### config.mk
export PLATFORM = sky130hd
export DESIGN_NAME = fcw_front
export DESIGN_NICKNAME = d
export VERILOG_FILES = /design/src/rtl/fcw_pkg.sv /design/src/rtl/fcw_front.sv
export SDC_FILE = /design/constraint.sdc
export NUM_CORES = 1
export LEC_CHECK = 0
export BUFFER_PORTS_ARGS = -buffer_cell sky130_fd_sc_hd__buf_2
export CORE_UTILIZATION = 61
export DETAILED_ROUTE_END_ITERATION = 7
export PLACE_DENSITY = 0.92
export SYNTH_ARGS = -nofsm -noshare
export SYNTH_HDL_FRONTEND = slang
export SYNTH_SLANG_ARGS = --single-unit
### constraint.sdc
create_clock -name i_clk -period 5.6 [get_ports i_clk]
set_input_delay 1.12 -clock i_clk [delete_from_list [all_inputs] [get_ports i_clk]]
set_output_delay 1.12 -clock i_clk [all_outputs]
set_load 0.1 [all_outputs]
### src/rtl/fcw_pkg.sv
package fcw_pkg;

    localparam int TABLE_BYTES_DEF = 131072;

    localparam int CLU_W      = 28;
    localparam int HOP_W      = 20;
    localparam int LADDR_W    = 17;
    localparam int BYTE_W     = 8;
    localparam int SPC_W      = 8;
    localparam int FDS_W      = 32;
    localparam int PSTART_W   = 48;
    localparam int SEC_W      = 49;
    localparam int KIND_W     = 2;
    localparam int CFG_IDX_W  = 2;
    localparam int CFG_DATA_W = 48;

    localparam logic [CLU_W-1:0] EOC_FAT12 = CLU_W'(28'hff8);
    localparam logic [CLU_W-1:0] EOC_FAT16 = CLU_W'(28'hfff8);
    localparam logic [CLU_W-1:0] EOC_FAT32 = CLU_W'(28'hffffff8);
    localparam logic [15:0]      MASK_FAT12 = 16'hfff;

    typedef enum logic {
        OP_LOAD = 1'b0,
        OP_WALK = 1'b1
    } t_op;

    typedef enum logic [KIND_W-1:0] {
        KIND_FAT12 = 2'd0,
        KIND_FAT16 = 2'd1,
        KIND_FAT32 = 2'd2
    } t_kind;

    typedef enum logic [CFG_IDX_W-1:0] {
        CFG_FAT_KIND    = 2'd0,
        CFG_SPC         = 2'd1,
        CFG_FIRST_DATA  = 2'd2,
        CFG_PART_START  = 2'd3
    } t_cfg_idx;

    typedef enum logic [2:0] {
        BS_IDLE,
        BS_FETCH,
        BS_CHECK,
        BS_MUL,
        BS_SUM
    } t_bstate;

    // queued work: arg is the start cluster of a walk or the byte address of a load
    typedef struct packed {
        t_op                op;
        logic [CLU_W-1:0]   arg;
        logic [HOP_W-1:0]   hops;
        logic [BYTE_W-1:0]  data;
    } t_item;

    typedef struct packed {
        logic [KIND_W-1:0]  kind;
        logic [SPC_W-1:0]   spc;
        logic [SEC_W-1:0]   base;
    } t_cfg;

endpackage

### src/rtl/fcw_front.sv
module fcw_front
    import fcw_pkg::*;
#(
    parameter int TABLE_BYTES = TABLE_BYTES_DEF
) (
    input  logic                i_clk,
    input  logic                i_rst_n,
    input  logic                push,
    output logic                full,
    input  logic                i_op,
    input  logic [LADDR_W-1:0]  i_load_address,
    input  logic [BYTE_W-1:0]   i_load_byte,
    input  logic [CLU_W-1:0]    i_start_cluster,
    input  logic [HOP_W-1:0]    i_hop_count,
    output logic                o_q_valid,
    output t_item               o_q_item,
    input  logic                i_q_pop
);

    localparam int DEPTH = 4;
    localparam int PW    = $clog2(DEPTH);
    localparam int EXT_W = 21;
    localparam logic [EXT_W-1:0] TB_EXT = EXT_W'(TABLE_BYTES);

    t_item              r_mem [DEPTH];
    logic [PW-1:0]      r_wp;
    logic [PW-1:0]      r_rp;
    logic [PW:0]        r_cnt;
    logic [PW-1:0]      n_wp;
    logic [PW-1:0]      n_rp;
    logic [PW:0]        n_cnt;

    t_item              item;
    logic               in_range;
    logic               enq;
    logic               deq;

    always_comb begin
        in_range = EXT_W'(i_load_address) < TB_EXT;
        item.op  = t_op'(i_op);
        if (t_op'(i_op) == OP_WALK) begin
            item.arg  = i_start_cluster;
            item.hops = i_hop_count;
            item.data = '0;
        end else begin
            item.arg  = CLU_W'(i_load_address);
            item.hops = '0;
            item.data = i_load_byte;
        end
    end

    // loads past the store are taken but dropped here
    assign full      = (r_cnt == (PW+1)'(DEPTH));
    assign enq       = push && !full && ((t_op'(i_op) == OP_WALK) || in_range);
    assign deq       = i_q_pop && o_q_valid;
    assign o_q_valid = (r_cnt != '0);
    assign o_q_item  = r_mem[r_rp];

    always_comb begin
        n_wp  = enq ? r_wp + PW'(1) : r_wp;
        n_rp  = deq ? r_rp + PW'(1) : r_rp;
        n_cnt = r_cnt + (PW+1)'(enq) - (PW+1)'(deq);
    end

    always_ff @(posedge i_clk) begin
        if (!i_rst_n) begin
            r_wp  <= '0;
            r_rp  <= '0;
            r_cnt <= '0;
        end else begin
            r_wp  <= n_wp;
            r_rp  <= n_rp;
            r_cnt <= n_cnt;
        end
    end

    always_ff @(posedge i_clk) begin
        if (enq) begin
            r_mem[r_wp] <= item;
        end
    end

endmodule

### After elaboration in Yosys (flattened, before gate mapping)

Memory sizes are Yosys's and may differ from the RTL's. A register that Yosys moved wholly into a read port is not among the register bits.
Index checks and enable logic that the tools add are counted.

* flip-flop bits (word level): 7
* memory bits (writable): 228
* input port bits: 78
* output and inout port bits: 59
* word-level logic and storage cells: 18
* memories: 1

* add/sub/neg operators: 4
* equality and inequality tests: 1
* mux-type cells: 5
* reduce and logical (&&, ||, !) cells: 4

Memories
* r_mem: depth 4, width 57, read ports 1, clocked after Yosys merged registers in 1, wr ports 1, RTL line fcw_front.sv:25 `t_item r_mem [DEPTH];`

Operators by type and width (number)
* 2-to-1 mux 56 bit: 1
* adder 2 x 1 -> 2 bit (second input constant): 2
* 2-to-1 mux 2 bit: 2
* adder 3 x 1 -> 3 bit: 1
* == test 3 bit (second input constant): 1
* nonzero test 3 bit: 1
* subtractor 3 x 1 -> 3 bit: 1
* logical AND 1 bit: 2
* 2-to-1 mux 1 bit: 2
* logical NOT 1 bit: 1

### Logic depth before layout (Yosys ltp)

* depth after elaboration: 5
* depth in mapped cells: 12
* depth with buffers taken out: 11

### Worst setup path before layout

OpenSTA, ideal clock, no wires.

* path kind: register -> register
* start: register r_cnt[1]
* end: register r_cnt[2]
* library setup time: 0.115 ns
* arrival time: 3.221 ns
* data required time: 5.485 ns
* setup slack: 2.264 ns
* stages on the path, launching flop included: 13
* buffers on the path: 1
* clock period less this slack: 3.336 ns
* cell sequence: dfxtp_1 -> nor3b_2 -> nor2b_1 -> clkbuf_1 -> inv_1 -> ha_1 -> inv_1 -> ha_1 -> inv_1 -> fa_1 -> xnor2_1 -> xnor2_1 -> and2_1

* cells in the longest elaborated chain, start to end: 5
* elaborated cells on any way between the ends: 7
* classes of those cells: 2 x add/sub; 1 x eq/ne; 4 x reduce/logical

Ends and longest elaborated chain
* from (decl): RTL line fcw_front.sv:28 `logic [PW:0] r_cnt;`
* from (signal assigned): RTL line fcw_front.sv:73 `r_cnt <= n_cnt;`
* == test 3 bit: RTL line fcw_front.sv:53 `assign full = (r_cnt == (PW+1)'(DEPTH));`
* named net full: RTL line fcw_front.sv:9 `output logic full,`
* logical NOT 1 bit: RTL line fcw_front.sv:54 `assign enq = push && !full && ((t_op'(i_op) == OP_WALK) || in_range);`
* logical AND 1 bit: RTL line fcw_front.sv:54
* adder 3 x 1 -> 3 bit: RTL line fcw_front.sv:62 `n_cnt = r_cnt + (PW+1)'(enq) - (PW+1)'(deq);`
* subtractor 3 x 1 -> 3 bit: RTL line fcw_front.sv:62

The timed path passes the listed nets, and every way through them passes these cells.
A chain may end at the register's enable or synchronous reset.

==> flow_metrics.py <==
metrics = {
    "outcome": {
        "outcome": "completed",
    },
    "synth": {
        "ys_seq_area_frac": 0.768,
        "synth_top_area_cell": "edfxtp_1",
        "synth_area_um2": 9160,
        "synth_top_area_share": 0.748,
        "ys_seq_elements": 237,
        "syn_avg_cell_area_um2": 22.5,
        "synth_edf_count": 228,
        "synth_area_leaders": "edfxtp_1 75%, mux4_2 14%, and2_1 2.6%, mux2_2 2.1%, dfxtp_1 2.0%",
        "async_flop_share": 0,
        "synth_ff_type": "edfxtp_1",
        "synth_cells": 407,
        "synth.distinct_cells": 20,
        "yosys_warnings": 0,
        "synth_nets": 492,
    },
    "flow_run": {
        "drv_cap": 0,
    },
    "power_and_ir_drop": {
        "p_leak_nw": 3.70,
        "power.density_nw_per_um2": 560,
        "ir_worst_vdd_v": 0.000636,
    },
    "routing": {
        "routed_wl_mm": 16.6,
        "drc_errors": 0,
        "viasPerCell": 5.82,
        "first_iter_violations": 251,
        "drtPass1Iterations": 4,
        "antenna_left": 0,
        "via_count": 4378,
        "wl_per_cell_um": 22.1,
    },
    "cts": {
        "cts_buffers": 23,
        "cts_setup_buffers": 0,
        "post_cts_resize_count": 0,
        "hold_buffers": 0,
        "clockRootBuffer": "clkbuf_16",
        "cts_sinks": 237,
        "htreeDepth": 1,
        "cts_buffer_depth": 3,
        "clk_pin_slew_ns": 0.06,
        "clk_latency_ns": 0.49,
        "cts_tree": "yes",
    },
    "timing": {
        "worst_slew_pin_slew_ns": 1.13,
        "tns_ns": 0,
        "finalSetupViolations": 0,
        "fin_ws_ns": 1.90,
        "fin_crit_sh": 0.661,
        "finClkSkew_ns": 0.0117,
        "fmax_mhz": 270,
        "period_minus_slack_ns": 3.70,
        "relSlewSlack": 0.249,
        "hold_violations": 0,
        "drv_slew": 0,
        "rsz0062_at_grt": "false",
    },
    "final_layout": {
        "instances_no_fill": 752,
        "fill_cells": 872,
        "drive_gt1_frac": 0.443,
        "fin_nets": 639,
        "syn_to_final_growth_pct": 16.6,
    },
    "grt": {
        "overflow": 0,
        "grtUsageTotal": 0.219,
        "grt_pass1_vias": 4595,
        "antenna_found_initial": 3,
        "grt_max_degree": 58,
        "grt_pass1_wl_mm": 25.8,
    },
    "floorplanning": {
        "num_rows": 44,
        "dieArea_um2": 15500,
        "initial_core_util": 0.628,
        "io-pin-count": 137,
        "die_w_um": 125,
        "fp.dieH_um": 125,
        "coreArea_um2": 14600,
    },
    "critical_path": {
        "max_stage_delay_ns": 1.10,
        "worstPathArrival_ns": 2.58,
        "r2r_slack_ns": 2.89,
        "path_class": "reg2out",
        "crit_chain": "mux4_2 -> buf_2",
        "timing.rr.start": "r_cnt[1]",
        "cp-end-kind": "output pin",
        "reg2reg_depth": 4,
        "critPathLaunchType": "register",
        "cp.required_ns": 4.48,
        "worstPathMaxFanout": 57,
        "slowest_stage": "dfxtp_4",
        "r2r-end": "r_mem[2][36]",
    },
    "min_path": {
        "holdPathEnd": "r_wp[0]",
        "min_from": "r_wp[0]",
        "hold_path_class": "reg2reg",
        "holdPathStages": 2,
    },
    "placement": {
        "place_inst": 713,
        "gp_congestion": 0.734,
        "portBuffers": 136,
        "pre_cts_slack_ns": 2.23,
        "dp_hpwl_mm": 9.71,
    },
}
==> cells by family after synthesis <==
group,share of synthesized area
flops,0.768
mux,0.163
simple gates,0.0379
buf+inv,0.0152
fa+ha+maj,0.0104
xor+xnor,0.00383
compound gates,0.00191
==> stage by stage <==
stage          cell area [um2]  hold WS (ns)  power (mW)  utilization
6_report                 10700         0.515        5.97        0.731
5_1_grt                  10700         0.551        6.16        0.731
4_1_cts                  10700         0.520        6.02        0.731
3_5_place_dp             10000         0.502        4.64        0.686
3_3_place_gp             10000         0.477        4.59        0.686
2_1_floorplan             9160         0.468        4.31            -
==> where the power goes <==
part | switching, mW | leakage, nW | internal, mW
Clock | 0.596 | 0.327 | 0.796
Combinational | 1.76 | 1.18 | 0.495
Sequential | 0.159 | 2.19 | 2.17
==> worst max-delay path: cells and delay by family (launching register included) <==
family   cells  cell delay, ns
buf+inv      1            0.32
flops        1            1.10
mux          1            0.65
==> worst max path at each step <==
stage / start / to / slack (ns) / cells past startpoint
6_report: register / o_q_item[56] / 1.90 / 2
5_1_grt: register / o_q_item[33] / 1.69 / 2
3_3_place_gp: register / o_q_item[56] / 2.32 / 2
3_5_place_dp: push / r_mem[2][40] / 2.23 / 4
4_1_cts: register / o_q_item[56] / 1.80 / 2
2_1_floorplan: r_cnt[1] / r_cnt[2] / 2.26 / 12
==> registers in the layout, summed over array words and instances, names as in the netlist, named ones only <==
name	cells
r_rp	2
r_wp	2
r_cnt	3
r_mem	228
==> cells in the final DEF (no fill, tap or decap) <==
cell type  instances
and2_1            34
and2_2             4
buf_2            136
buf_4              6
bufinv_16          1
clkbuf_1           6
clkbuf_16         23
clkinv_1           4
clkinv_2           3
clkinv_4           1
dfxtp_1            7
dfxtp_2            1
dfxtp_4            1
diode_2            1
edfxtp_1         228
fa_1               1
ha_1               6
inv_1              5
mux2_2            17
mux2i_1            2
mux4_2            57
nand2_1            4
nor2b_1           12
nor3b_2            1
o311ai_1           1
o31a_1             1
or3_1              1
xnor2_1            4
==> synth_stat cells, types with 2 or more instances <==
cell / count
dfxtp_1: 9
clkbuf_1: 8
buf_2: 6
nand2_1: 4
nor2b_1: 12
ha_1: 6
inv_1: 5
and2_1: 38
mux2i_1: 2
edfxtp_1: 228
buf_4: 2
mux4_2: 57
xnor2_1: 4
mux2_2: 17
buf_6: 4
==> area by class of cell <==
cell class	instances	area [um2]	area share
well taps	184	230	0.0216
multi-input cells	145	1990	0.187
clock buffers	29	598	0.0561
diodes	1	2.50	0.000235
repair buffers	142	726	0.0680
flip-flops and latches	237	7030	0.659
clock inverters	9	68.8	0.00645
inverters	5	18.8	0.00176
==> layer usage <==
layer / global-route usage / vias up / part of all wire
met4: 0.0524 / 2 / 0.012
met2: 0.365 / 168 / 0.51
li1: - / 1949 / -
met1: 0.297 / 2238 / 0.41
met5: 0 / - / 0.00048
met3: 0.0511 / 21 / 0.071
(Power assumes the default switching activity.)
